File: config.mk
export PLATFORM = sky130hd
export DESIGN_NAME = riff_wave_chunk_locator_unit
export DESIGN_NICKNAME = d
export VERILOG_FILES = /design/src/hdl/rwcl_pkg.sv /design/src/hdl/rwcl_parser.sv /design/src/hdl/riff_wave_chunk_locator_unit.sv
export SDC_FILE = /design/constraint.sdc
export NUM_CORES = 1
export LEC_CHECK = 0
export BUFFER_PORTS_ARGS = -buffer_cell sky130_fd_sc_hd__buf_4
export CORE_ASPECT_RATIO = 1.5
export CORE_MARGIN = 2
export CORE_UTILIZATION = 35
export CTS_CLUSTER_DIAMETER = 200
export DETAILED_ROUTE_END_ITERATION = 7
export PLACE_DENSITY = 0.53
export SLEW_MARGIN = 20
export SYNTH_ARGS = -nofsm -noshare
export SYNTH_HDL_FRONTEND = slang
export SYNTH_HIERARCHICAL = 1
export SYNTH_SLANG_ARGS = --single-unit
export TNS_END_PERCENT = 20
File: constraint.sdc
create_clock -name clk_i -period 12.45 [get_ports clk_i]
set_input_delay 2.49 -clock clk_i [delete_from_list [all_inputs] [get_ports clk_i]]
set_output_delay 2.49 -clock clk_i [all_outputs]
set_load 0.05 [all_outputs]
File: src/hdl/rwcl_pkg.sv
// Shared types and constants for the RIFF/WAVE chunk locator.
package rwcl_pkg;

  // Four-character codes as little-endian 32-bit words.
  localparam logic [31:0] TagRiff = 32'h4646_4952;
  localparam logic [31:0] TagWave = 32'h4556_4157;
  localparam logic [31:0] TagFmt  = 32'h2074_6D66;
  localparam logic [31:0] TagData = 32'h6174_6164;

  // Reset value of the minimum fmt chunk length register.
  localparam logic [7:0] MinFormatLengthReset = 8'd14;

  // Reported parse status.
  typedef enum logic [1:0] {
    ST_PARSING = 2'd0,
    ST_FOUND   = 2'd1,
    ST_FAILED  = 2'd2
  } status_e;

  // Parse phase, one-hot.
  typedef enum logic [6:0] {
    PH_RIFF = 7'b000_0001,
    PH_RLEN = 7'b000_0010,
    PH_WAVE = 7'b000_0100,
    PH_CTAG = 7'b000_1000,
    PH_CLEN = 7'b001_0000,
    PH_BODY = 7'b010_0000,
    PH_DONE = 7'b100_0000
  } phase_e;

  // One input item.
  typedef struct packed {
    logic [7:0] byte_value;
    logic       first_byte;
  } item_t;

  // One result item.
  typedef struct packed {
    status_e     parse_status;
    logic [31:0] format_offset;
    logic [31:0] data_offset;
    logic [31:0] data_size;
  } result_t;

endpackage

File: src/hdl/rwcl_parser.sv
// Parse state registers and the per-byte next-state logic of the chunk locator.
module rwcl_parser import rwcl_pkg::*; (
  input  logic       clk_i,
  input  logic       rst_ni,
  input  logic       en_i,
  input  item_t      item_i,
  input  logic [7:0] min_len_i,
  output result_t    res_o
);

  logic [31:0] pos_q, pos_d;
  logic [31:0] word_q, word_d;
  phase_e      phase_q, phase_d;
  logic [31:0] tag_q, tag_d;
  logic [32:0] skip_q, skip_d;
  logic [32:0] end_q, end_d;
  logic        fmt_seen_q, fmt_seen_d;
  logic        data_seen_q, data_seen_d;
  logic [31:0] fmt_off_q, fmt_off_d;
  logic [31:0] data_off_q, data_off_d;
  logic [31:0] data_size_q, data_size_d;
  status_e     status_q, status_d;

  // State as seen by this item: a first byte restarts from the cleared state.
  logic        restart;
  logic [31:0] cur_pos;
  logic [31:0] cur_word;
  phase_e      cur_phase;
  logic [31:0] cur_tag;
  logic [32:0] cur_skip;
  logic [32:0] cur_end;
  logic        cur_fmt_seen;
  logic        cur_data_seen;
  logic [31:0] cur_fmt_off;
  logic [31:0] cur_data_off;
  logic [31:0] cur_data_size;
  status_e     cur_status;

  assign restart       = item_i.first_byte;
  assign cur_pos       = restart ? '0 : pos_q;
  assign cur_word      = restart ? '0 : word_q;
  assign cur_phase     = restart ? PH_RIFF : phase_q;
  assign cur_tag       = restart ? '0 : tag_q;
  assign cur_skip      = restart ? '0 : skip_q;
  assign cur_end       = restart ? '0 : end_q;
  assign cur_fmt_seen  = restart ? 1'b0 : fmt_seen_q;
  assign cur_data_seen = restart ? 1'b0 : data_seen_q;
  assign cur_fmt_off   = restart ? '0 : fmt_off_q;
  assign cur_data_off  = restart ? '0 : data_off_q;
  assign cur_data_size = restart ? '0 : data_size_q;
  assign cur_status    = restart ? ST_PARSING : status_q;

  // Shared arithmetic for this byte.
  logic [31:0] pos_inc;
  logic [31:0] word_new;
  logic [32:0] skip_dec;
  logic [32:0] pad_len;
  logic        past_end;
  logic        word_full;
  logic        fmt_first;
  logic        data_first;

  assign pos_inc    = cur_pos + 32'd1;
  assign word_new   = {item_i.byte_value, cur_word[31:8]};
  assign skip_dec   = cur_skip - 33'd1;
  assign pad_len    = ({1'b0, word_new} + 33'd1) & ~33'd1;
  assign past_end   = ({1'b0, pos_inc} >= cur_end);
  assign word_full  = (cur_skip[1:0] == 2'd3);
  assign fmt_first  = (cur_tag == TagFmt) && !cur_fmt_seen;
  assign data_first = (cur_tag == TagData) && !cur_data_seen;

  // Next-state logic for one byte.
  always_comb begin
    pos_d       = cur_pos;
    word_d      = cur_word;
    phase_d     = cur_phase;
    tag_d       = cur_tag;
    skip_d      = cur_skip;
    end_d       = cur_end;
    fmt_seen_d  = cur_fmt_seen;
    data_seen_d = cur_data_seen;
    fmt_off_d   = cur_fmt_off;
    data_off_d  = cur_data_off;
    data_size_d = cur_data_size;
    status_d    = cur_status;

    if (cur_phase == PH_BODY) begin
      // Skip one body byte; at the end of the body a chunk header may start.
      pos_d  = pos_inc;
      skip_d = skip_dec;
      if (skip_dec == '0) begin
        if (past_end) begin
          status_d = ST_FAILED;
          phase_d  = PH_DONE;
        end else begin
          phase_d = PH_CTAG;
        end
      end
    end else if (cur_phase != PH_DONE) begin
      // Header phases: shift the byte into the word being built.
      pos_d  = pos_inc;
      word_d = word_new;
      skip_d = cur_skip + 33'd1;
      if (word_full) begin
        skip_d = '0;
        unique case (cur_phase)
          PH_RIFF: begin
            if (word_new != TagRiff) begin
              status_d = ST_FAILED;
              phase_d  = PH_DONE;
            end else begin
              phase_d = PH_RLEN;
            end
          end
          PH_RLEN: begin
            end_d   = 33'd8 + {1'b0, word_new};
            phase_d = PH_WAVE;
          end
          PH_WAVE: begin
            if (word_new != TagWave || past_end) begin
              status_d = ST_FAILED;
              phase_d  = PH_DONE;
            end else begin
              phase_d = PH_CTAG;
            end
          end
          PH_CTAG: begin
            tag_d   = word_new;
            phase_d = PH_CLEN;
          end
          default: begin
            // Chunk length: check fmt minimum, record first fmt and data chunks.
            if (fmt_first && (word_new < {24'd0, min_len_i})) begin
              status_d = ST_FAILED;
              phase_d  = PH_DONE;
            end else if (fmt_first && cur_data_seen) begin
              fmt_seen_d = 1'b1;
              fmt_off_d  = pos_inc;
              status_d   = ST_FOUND;
              phase_d    = PH_DONE;
            end else if (data_first && cur_fmt_seen) begin
              data_seen_d = 1'b1;
              data_off_d  = pos_inc;
              data_size_d = word_new;
              status_d    = ST_FOUND;
              phase_d     = PH_DONE;
            end else begin
              if (fmt_first) begin
                fmt_seen_d = 1'b1;
                fmt_off_d  = pos_inc;
              end else if (data_first) begin
                data_seen_d = 1'b1;
                data_off_d  = pos_inc;
                data_size_d = word_new;
              end
              skip_d = pad_len;
              if (pad_len != '0) begin
                phase_d = PH_BODY;
              end else if (past_end) begin
                status_d = ST_FAILED;
                phase_d  = PH_DONE;
              end else begin
                phase_d = PH_CTAG;
              end
            end
          end
        endcase
      end
    end
  end

  // Control state.
  always_ff @(posedge clk_i or negedge rst_ni) begin
    if (!rst_ni) begin
      phase_q     <= PH_RIFF;
      status_q    <= ST_PARSING;
      fmt_seen_q  <= 1'b0;
      data_seen_q <= 1'b0;
      pos_q       <= '0;
      word_q      <= '0;
      tag_q       <= '0;
      skip_q      <= '0;
      end_q       <= '0;
      fmt_off_q   <= '0;
      data_off_q  <= '0;
      data_size_q <= '0;
    end else if (en_i) begin
      phase_q     <= phase_d;
      status_q    <= status_d;
      fmt_seen_q  <= fmt_seen_d;
      data_seen_q <= data_seen_d;
      pos_q       <= pos_d;
      word_q      <= word_d;
      tag_q       <= tag_d;
      skip_q      <= skip_d;
      end_q       <= end_d;
      fmt_off_q   <= fmt_off_d;
      data_off_q  <= data_off_d;
      data_size_q <= data_size_d;
    end
  end

  // The stored values are the result of the last item.
  assign res_o.parse_status  = status_q;
  assign res_o.format_offset = fmt_off_q;
  assign res_o.data_offset   = data_off_q;
  assign res_o.data_size     = data_size_q;

  // A final status and the finished phase always go together.
  a_done_status: assert property (@(posedge clk_i) disable iff (!rst_ni)
    (phase_q == PH_DONE) == (status_q != ST_PARSING))
    else $error("finished phase and status disagree");

  // In a body there is always at least one byte left to skip.
  a_body_skip: assert property (@(posedge clk_i) disable iff (!rst_ni)
    (phase_q == PH_BODY) |-> (skip_q != '0))
    else $error("body phase with nothing to skip");

  // Outside a body the skip counter only counts word bytes.
  a_hdr_skip: assert property (@(posedge clk_i) disable iff (!rst_ni)
    (phase_q != PH_BODY) |-> (skip_q[32:2] == '0))
    else $error("header byte count out of range");

  // Data size stays clear until the data chunk is found.
  a_data_size: assert property (@(posedge clk_i) disable iff (!rst_ni)
    !data_seen_q |-> (data_size_q == '0 && data_off_q == '0))
    else $error("data fields set before the data chunk");

  // Without an advancing item the parse position holds.
  a_hold: assert property (@(posedge clk_i) disable iff (!rst_ni)
    !en_i |=> $stable(pos_q) && $stable(phase_q))
    else $error("parse state moved without an item");

endmodule

File: src/hdl/riff_wave_chunk_locator_unit.sv
// Top level of the RIFF/WAVE chunk locator: input register, parser, result handshake.
//
//  Channel  Direction  Handshake                     Payload
//  in       input      in_valid_i / in_stall_o       byte_value_i, first_byte_i
//  out      output     out_valid_o / out_stall_i     parse_status_o, format_offset_o,
//                                                    data_offset_o, data_size_o
//  cfg      input      cfg_valid_i / cfg_ready_o     min_format_length_i
//
// Every input item yields one result item once the parser advances on it.
// One item is accepted per cycle unless stalled; the parse registers form a loop.
// Reset clears the parse to the RIFF tag phase and sets the fmt minimum to 14.
// A stalled result holds the parse state, and the input register fills and
// then stalls the input channel.
module riff_wave_chunk_locator_unit import rwcl_pkg::*; (
  input  logic        clk_i,
  input  logic        rst_ni,
  input  logic        in_valid_i,
  output logic        in_stall_o,
  input  logic [7:0]  byte_value_i,
  input  logic        first_byte_i,
  output logic        out_valid_o,
  input  logic        out_stall_i,
  output logic [1:0]  parse_status_o,
  output logic [31:0] format_offset_o,
  output logic [31:0] data_offset_o,
  output logic [31:0] data_size_o,
  input  logic        cfg_valid_i,
  output logic        cfg_ready_o,
  input  logic [7:0]  min_format_length_i
);

  logic       in_valid_q;
  item_t      in_item_q;
  logic       out_valid_q;
  logic       advance;
  logic [7:0] min_len_q;
  result_t    res;

  // The parser advances when an item is held and the result slot is free.
  assign advance    = in_valid_q && (!out_valid_q || !out_stall_i);
  assign in_stall_o = in_valid_q && !advance;

  // Input register.
  always_ff @(posedge clk_i or negedge rst_ni) begin
    if (!rst_ni) begin
      in_valid_q <= 1'b0;
    end else if (!in_stall_o) begin
      in_valid_q <= in_valid_i;
    end
  end

  always_ff @(posedge clk_i) begin
    if (!in_stall_o && in_valid_i) begin
      in_item_q.byte_value <= byte_value_i;
      in_item_q.first_byte <= first_byte_i;
    end
  end

  // Result valid flag; the payload lives in the parser's stores.
  always_ff @(posedge clk_i or negedge rst_ni) begin
    if (!rst_ni) begin
      out_valid_q <= 1'b0;
    end else if (advance) begin
      out_valid_q <= 1'b1;
    end else if (!out_stall_i) begin
      out_valid_q <= 1'b0;
    end
  end

  // Minimum fmt chunk length register.
  assign cfg_ready_o = 1'b1;

  always_ff @(posedge clk_i or negedge rst_ni) begin
    if (!rst_ni) begin
      min_len_q <= MinFormatLengthReset;
    end else if (cfg_valid_i && cfg_ready_o) begin
      min_len_q <= min_format_length_i;
    end
  end

  rwcl_parser u_parser (
    .clk_i     (clk_i),
    .rst_ni    (rst_ni),
    .en_i      (advance),
    .item_i    (in_item_q),
    .min_len_i (min_len_q),
    .res_o     (res)
  );

  assign out_valid_o     = out_valid_q;
  assign parse_status_o  = res.parse_status;
  assign format_offset_o = res.format_offset;
  assign data_offset_o   = res.data_offset;
  assign data_size_o     = res.data_size;

endmodule
# Word level (Yosys, flattened, before mapping)
# Cells that the tools add are included.
[word_totals]
reg_bits = 288
in_bits = 22
output_inout_bits = 101
[classes]
addsub = 5
magnitude_cmp = 2
eq_ne = 12
n_mux = 100
n_reduce_logical = 20
[ops]
columns = ["op", "count"]
rows = [
  ["$mux 32", 40],
  ["$mux 33", 13],
  ["$mux 7", 12],
  ["$ne 32x31->1 const B", 2],
  ["$add 32x1->33 const B", 1],
  ["$add 33x1->33 const B", 1],
  ["$add 4x32->33 const A", 1],
  ["$ge 32x33->1", 1],
  ["$logic_not 33->1", 1],
  ["$reduce_bool 33->1", 1],
  ["$sub 33x1->33 const B", 1],
  ["$add 32x1->32 const B", 1],
  ["$eq 32x30->1 const B", 1],
  ["$eq 32x31->1 const B", 1],
  ["$lt 32x8->1", 1],
  ["$pmux 7 s4", 1],
  ["$mux 2", 12],
  ["$mux 1", 21],
  ["$logic_and 1x1->1", 8],
  ["$eq 7x1->1 const B", 1],
  ["$eq 7x2->1 const B", 1],
  ["$eq 7x3->1 const B", 1],
  ["$eq 7x4->1 const B", 1],
  ["$eq 7x6->1 const B", 1],
  ["8 further kinds", 14],
]

# Depth between registers and ports, before layout
[depth]
word_depth = 12
ltp_mapped = 28
depth_no_buf = 21

# Cells and area by module
# The synthesis kept the hierarchy.
[modules_own_cells]
columns = ["mod", "n_inst", "cells_per_inst", "area_per_inst_um2"]
rows = [
  ["rwcl_parser", 1, 1984, 16589.7],
  ["riff_wave_chunk_locator_unit", 1, 36, 703.2],
]

# Least setup slack after synthesis
# Ideal clock, no wire load.
[synth_path]
path_type = "register to register"
start = "reg in_item_q[0] in the netlist's numbering"
end = "reg u_parser.status_q[0]"
setup_time_ps = 126
arrival_ps = 5898
required_ps = 12324
slack_ps = 6426
stages_incl_launch_ff = 28
period_less_slack_ps = 6024
cell_sequence = "edfxtp_1 -> clkbuf_1 -> clkbuf_1 -> buf_2 -> clkbuf_1 -> clkbuf_1 -> buf_1 -> clkbuf_1 -> nor2b_1 -> ha_1 -> nand3_1 -> or3_1 -> nor4_2 -> nor3b_1 -> nand3_1 -> nor3_1 -> xor2_1 -> nand2_1 -> inv_1 -> ha_1 -> nand4_1 -> nor4_1 -> a21oi_1 -> o22ai_1 -> a31oi_1 -> nor4_1 -> o21ai_1 -> o32a_1"
[synth_between]
elab_chain_cells = 12
[synth_lines]
columns = ["item", "line_no", "text"]
rows = [
  ["from (decl)", "riff_wave_chunk_locator_unit.sv:33", "item_t in_item_q;"],
  ["$mux 32", "rwcl_parser.sv:40", "assign cur_pos = restart ? '0 : pos_q;"],
  ["$add 32x1->32", "rwcl_parser.sv:63", "assign pos_inc = cur_pos + 32'd1;"],
  ["$ge 32x33->1", "rwcl_parser.sv:67", "assign past_end = ({1'b0, pos_inc} >= cur_end);"],
  ["$mux 2", "rwcl_parser.sv:92, rwcl_parser.sv:159", ""],
  ["$mux 2", "rwcl_parser.sv:157", "if (pad_len != '0) begin"],
  ["$mux 2", "rwcl_parser.sv:141", "end else if (data_first && cur_fmt_seen) begin"],
  ["$mux 2", "rwcl_parser.sv:136", "end else if (fmt_first && cur_data_seen) begin"],
  ["$mux 2", "rwcl_parser.sv:133", "if (fmt_first && (word_new < {24'd0, min_len_i})) begin"],
  ["$pmux 2 s3", "rwcl_parser.sv:106", "unique case (cur_phase)"],
  ["$mux 2", "rwcl_parser.sv:104", "if (word_full) begin"],
  ["$mux 2", "rwcl_parser.sv:99", "end else if (cur_phase != PH_DONE) begin"],
  ["$mux 2 (*)", "rwcl_parser.sv:87", "if (cur_phase == PH_BODY) begin"],
  ["to (signal assigned)", "rwcl_parser.sv:189", "status_q <= status_d;"],
  ["to (decl)", "rwcl_parser.sv:22", "status_e status_q, status_d;"],
]
# Mark *: on every way between the ends. The rest lies on a longest branch, timed or not.
# A chain may end at the register's enable or synchronous reset.

# Worst setup path after layout
[layout_path]
start = "reg in_item_q[0] in the netlist's numbering"
end = "reg u_parser.phase_q[6]"
[layout_between]
elab_chain_cells = 12
[layout_lines]
columns = ["item", "line_no", "text"]
rows = [
  ["$mux 32", "rwcl_parser.sv:40", ""],
  ["$add 32x1->32", "rwcl_parser.sv:63", ""],
  ["$ge 32x33->1", "rwcl_parser.sv:67", ""],
  ["$mux 7", "rwcl_parser.sv:92, rwcl_parser.sv:159", ""],
  ["$mux 7", "rwcl_parser.sv:157", ""],
  ["$mux 7", "rwcl_parser.sv:141", ""],
  ["$mux 7", "rwcl_parser.sv:136", ""],
  ["$mux 7", "rwcl_parser.sv:133", ""],
  ["$pmux 7 s4", "rwcl_parser.sv:106", ""],
  ["$mux 7", "rwcl_parser.sv:104", ""],
  ["$mux 7", "rwcl_parser.sv:99", ""],
  ["$mux 7 (*)", "rwcl_parser.sv:87", ""],
  ["to (signal assigned)", "rwcl_parser.sv:188", "phase_q <= phase_d;"],
  ["to (decl)", "rwcl_parser.sv:13", "phase_e phase_q, phase_d;"],
]
# Marked as above.

==> impl_metrics.prom <==
# TYPE chip_impl_metric gauge
chip_impl_metric{name="path_buf_inv",unit=""} 2
chip_impl_metric{name="leakage_power_total",unit="nW"} 8.33
chip_impl_metric{name="count_of_boundary_i_o_pins",unit=""} 123
chip_impl_metric{name="tritoncts.num_buffers",unit=""} 30
chip_impl_metric{name="cts_sinks",unit=""} 280
chip_impl_metric{name="die_x",unit="um"} 185
chip_impl_metric{name="grt_start_max_net_pins",unit=""} 128
chip_impl_metric{name="antenna_found_initial",unit=""} 0
chip_impl_metric{name="grt_first_pass_wirelength",unit="um"} 97100
chip_impl_metric{name="place.gp.congestion",unit=""} 0.994
chip_impl_metric{name="initial_drt_pass_iterations",unit=""} 6
chip_impl_info{name="yosys-top-cells-area",value="dfrtp_1 (39%), nand2_1 (6.1%), o21ai_0 (5.8%), ha_1 (3.3%), xnor2_1 (3.2%)"} 1
chip_impl_metric{name="worst_skew_pair.late_latency",unit="ns"} 0.60
chip_impl_metric{name="max_slew_margin",unit="%"} 27.5
chip_impl_metric{name="pre_cts_ws",unit="ns"} 6.57
chip_impl_metric{name="postSynthAreaPerCell",unit="sq um"} 8.56
chip_impl_metric{name="core",unit="sq um"} 48700
chip_impl_metric{name="power_density",unit="nW/um^2"} 129
chip_impl_metric{name="floorplan.rows",unit=""} 99
chip_impl_metric{name="hold_buffer_count_at_cts",unit=""} 0
chip_impl_metric{name="floorplan.die_area",unit="sq um"} 51200
chip_impl_info{name="synth_flop_cell",value="dfrtp_1"} 1
chip_impl_info{name="outcome",value="complete, no violations"} 1
chip_impl_metric{name="drive_gt1_share",unit="%"} 12.9
chip_impl_info{name="hold_path.class",value="flip-flop to flip-flop"} 1
chip_impl_metric{name="synth_seq_cells",unit=""} 280
chip_impl_info{name="crit_path_top_delay_cell",value="a31oi_1"} 1
chip_impl_info{name="critPathCaptureType",value="flip-flop"} 1
chip_impl_metric{name="timing.reg2reg.worst_path_depth",unit=""} 21
chip_impl_metric{name="period_needed",unit="ns"} 5.97
chip_impl_metric{name="cells_on_worst_hold_path",unit=""} 2
chip_impl_info{name="timing.critical_path.from_type",value="flip-flop"} 1
chip_impl_metric{name="fin_setup_tns",unit="ns"} 0
chip_impl_metric{name="detail_route.wirelength",unit="um"} 63500
chip_impl_metric{name="area_growth_syn_to_layout",unit="%"} 14.3
chip_impl_metric{name="ctsHtreeMaxLevel",unit=""} 1
chip_impl_metric{name="yosysSeqAreaShare",unit="%"} 40.8
chip_impl_metric{name="vias_per_instance",unit=""} 5.95
chip_impl_metric{name="number_of_flops_mapped_to_enable_cells_by_yosys",unit=""} 9
chip_impl_metric{name="placement.io_buffers",unit=""} 121
chip_impl_metric{name="cts.repair_timing.setup_buffer_count",unit=""} 0
chip_impl_metric{name="detailedRoute.firstIterationViolations",unit=""} 1427
chip_impl_metric{name="grt_pass1_vias",unit=""} 15800
chip_impl_info{name="yosysTopAreaCell",value="dfrtp_1"} 1
chip_impl_metric{name="timing.fmax",unit="MHz"} 168
chip_impl_metric{name="final-hold-violation-count",unit=""} 0
chip_impl_info{name="tritoncts",value="yes"} 1
chip_impl_metric{name="multi_input_area",unit="sq um"} 9340
chip_impl_metric{name="critPathMaxFanout",unit=""} 127
chip_impl_metric{name="finalNetCount",unit=""} 2117
chip_impl_metric{name="max_stage_delay",unit="ns"} 0.68
chip_impl_metric{name="synth_top_cell_area_share",unit="%"} 38.6
chip_impl_metric{name="worst_slack",unit="ns"} 6.48
chip_impl_info{name="rsz0062_at_grt",value="no"} 1
chip_impl_metric{name="cp.required",unit="ns"} 12.93
chip_impl_metric{name="switching_share",unit="%"} 34.2
chip_impl_metric{name="timing.critical_path.arrival",unit="ns"} 6.45
chip_impl_metric{name="ys_warn_count",unit=""} 6
chip_impl_metric{name="die_h",unit="um"} 276
chip_impl_metric{name="seq_power_share",unit="%"} 42.7
chip_impl_metric{name="synth_cell_types",unit=""} 90
chip_impl_metric{name="comb_power_share",unit="%"} 20.3
chip_impl_metric{name="cts.clk_slew.worst_paths",unit="ns"} 0.07
chip_impl_metric{name="worst_clock_skew",unit="ns"} 0.0132
chip_impl_metric{name="irDropWorstVdd",unit="mV"} 0.106
chip_impl_info{name="crit_path_cell_trace",value="buf_12 -> nor2b_1 -> ha_1 -> nand3_1 -> or3_1 -> nor4_2 -> nor3b_1 -> nand3_1 -> nor3_1 -> xor2_1 -> nand2_1 -> inv_1 -> ha_1 -> and4_1 -> a221oi_1 -> o22ai_1 -> a31oi_1 -> a31oi_1 -> nor3_1 -> o31a_1 -> o21ai_1"} 1
chip_impl_info{name="worst_path_dominant_cell_family",value="simple AND/OR/NAND/NOR gates"} 1
chip_impl_metric{name="detailed_place_hpwl",unit="um"} 44400
chip_impl_metric{name="postSynthCellCount",unit=""} 2020
chip_impl_metric{name="num_vias",unit=""} 16200
chip_impl_metric{name="syn_std_cell_area",unit="sq um"} 17300
chip_impl_info{name="clk_root_buffer_cell",value="clkbuf_16"} 1
chip_impl_metric{name="antennaDiodeCount",unit=""} 0
chip_impl_metric{name="final_setup_violations",unit=""} 0
chip_impl_metric{name="finalMaxSlewViolations",unit=""} 0
chip_impl_metric{name="max_cap_violations",unit=""} 0
chip_impl_metric{name="worst-slew-pin-transition",unit="ns"} 1.08
chip_impl_metric{name="seq_area",unit="sq um"} 7060
chip_impl_metric{name="globalRouteOverflowTotal",unit=""} 0
chip_impl_metric{name="max-clock-path-buffers",unit=""} 3
chip_impl_metric{name="fillCellCount",unit=""} 4894
chip_impl_metric{name="post_cts.resized_instances",unit=""} 0
chip_impl_metric{name="share_clk_of_total_power",unit="%"} 37.0
chip_impl_metric{name="async_reset_ff_share",unit="%"} 96.8
chip_impl_metric{name="synthesis.nets",unit=""} 2088
chip_impl_metric{name="final.period_utilization",unit="%"} 47.9
chip_impl_metric{name="net-switching-power",unit="W"} 0.000867
chip_impl_metric{name="start_util",unit="%"} 35.5
chip_impl_metric{name="drtAntennaViolNets",unit=""} 0
chip_impl_metric{name="path_depth",unit=""} 21
chip_impl_metric{name="total_grt_usage",unit="%"} 24.5
chip_impl_info{name="setup.worst_path.class",value="flip-flop to flip-flop"} 1
chip_impl_metric{name="internal_power",unit="W"} 0.00167
chip_impl_metric{name="drt-wirelength-per-cell",unit="um"} 23.3
chip_impl_metric{name="drt_drc_violations_left",unit=""} 0
cell usage after synthesis, types with 10 or more instances:
cell type,n
nor4_1,32
or3_1,13
nor2_1,127
a22oi_1,60
ha_1,46
inv_1,82
a32oi_1,19
a31oi_1,16
clkbuf_1,145
a21o_1,10
o2bb2ai_1,48
nand2_1,282
and2_1,12
o21ai_0,201
nand4b_1,14
and4_1,14
or4_1,10
a21oi_1,61
or2_2,20
nand4_1,32
nor2b_1,24
nand2b_1,16
nor3_1,44
o22ai_1,23
xnor2_1,64
a22o_1,46
dfrtp_1,267
nand3_1,59
o31ai_1,10
and3_1,11
xor2_1,33
flip-flops by register name, summed over array words and instances (netlist names):
register	flops
in_item_q	9
in_valid_q	1
u_parser/fmt_seen_q	1
u_parser/data_off_q	32
u_parser/fmt_off_q	32
min_len_q	8
u_parser/data_size_q	32
u_parser/word_q	24
u_parser/status_q	2
u_parser/pos_q	32
u_parser/data_seen_q	1
u_parser/phase_q	7
u_parser/end_q	33
out_valid_o	1
u_parser/skip_q	33
u_parser/tag_q	32
kinds of logic after synthesis:
logic type                 Yosys count  synth area share [%]
muxes                               10                 0.825
DFF                                280                  40.8
adders and majority gates           46                  3.33
other                                1                0.0217
buffers and inverters              245                  5.47
xor gates and xnor gates            97                  4.91
AOI/OAI and AO/OA                  591                  22.9
and+or+nand+nor                    750                  21.7
worst min-delay path, delay by kind of cell, from the launching register on:
family | cells | cell delay (ns)
compound gates | 1 | 0.06
flops | 1 | 0.34
simple gates | 1 | 0.05
power by group through the flow:
stage                     sequential (W)  clock (W)  combinational [W]
after floorplan                  0.00102          0           0.000373
after global placement           0.00110          0           0.000502
after detailed placement         0.00110          0           0.000509
after CTS                        0.00108   0.000961           0.000511
after global routing             0.00109   0.000995           0.000561
final                            0.00109   0.000939           0.000515
area by class of cell:
class / count / share of cell area (%)
Multi-Input combinational cell: 1495 / 47.3
Sequential cell: 280 / 35.7
Timing Repair Buffer: 158 / 6.10
Clock buffer: 43 / 4.30
Tap cell: 656 / 4.15
Inverter: 84 / 1.60
Clock inverter: 13 / 0.855
layer usage:
metal | global-route usage, % | share of wire, % | vias up | wire length (um)
met3 | 3.33 | 6.4 | 188 | 4050
li1 | - | - | 7391 | -
met4 | 12.9 | 5.8 | 0 | 3660
met1 | 31.2 | 40 | 7918 | 25500
met5 | 0 | 0 | - | 0
met2 | 40.0 | 48 | 730 | 30200
worst paths after layout:
path | slack (ns) | startpoint | endpoint
setup / recovery | 6.48 | in_item_q[0] | u_parser/phase_q[6]
hold / removal | 0.48 | u_parser/data_off_q[19] | u_parser/data_off_q[19]
setup reg to reg | 6.48 | in_item_q[0] | u_parser/phase_q[6]
hold reg to reg | 0.48 | u_parser/data_off_q[19] | u_parser/data_off_q[19]
max in group asynchronous | 8.57 | rst_ni | u_parser/skip_q[7]
min in group asynchronous | 1.96 | rst_ni | u_parser/data_size_q[28]
cells in the final DEF, fill, tap and decap left out, types with 59 or more instances in the layout:
master     n
o21ai_0  200
nand3_1   59
inv_1     81
buf_4    156
a22oi_1   60
nor2_1   124
a21oi_1   60
nand2_1  281
dfrtp_1  267
xnor2_1   64
metrics by stage:
step / hold slack, ns / utilization, % / area, sq um / total power (W) / std cells
3_3_place_gp: 0.463 / 38.5 / 18700 / 0.00160 / 2673
2_1_floorplan: 0.442 / - / 17300 / 0.00139 / 2020
3_5_place_dp: 0.470 / 38.5 / 18700 / 0.00160 / 2673
4_1_cts: 0.485 / 40.6 / 19800 / 0.00255 / 2729
5_1_grt: 0.499 / 40.6 / 19800 / 0.00265 / 2729
6_report: 0.478 / 40.6 / 19800 / 0.00254 / 2729
Power figures use the tool's default switching activity.
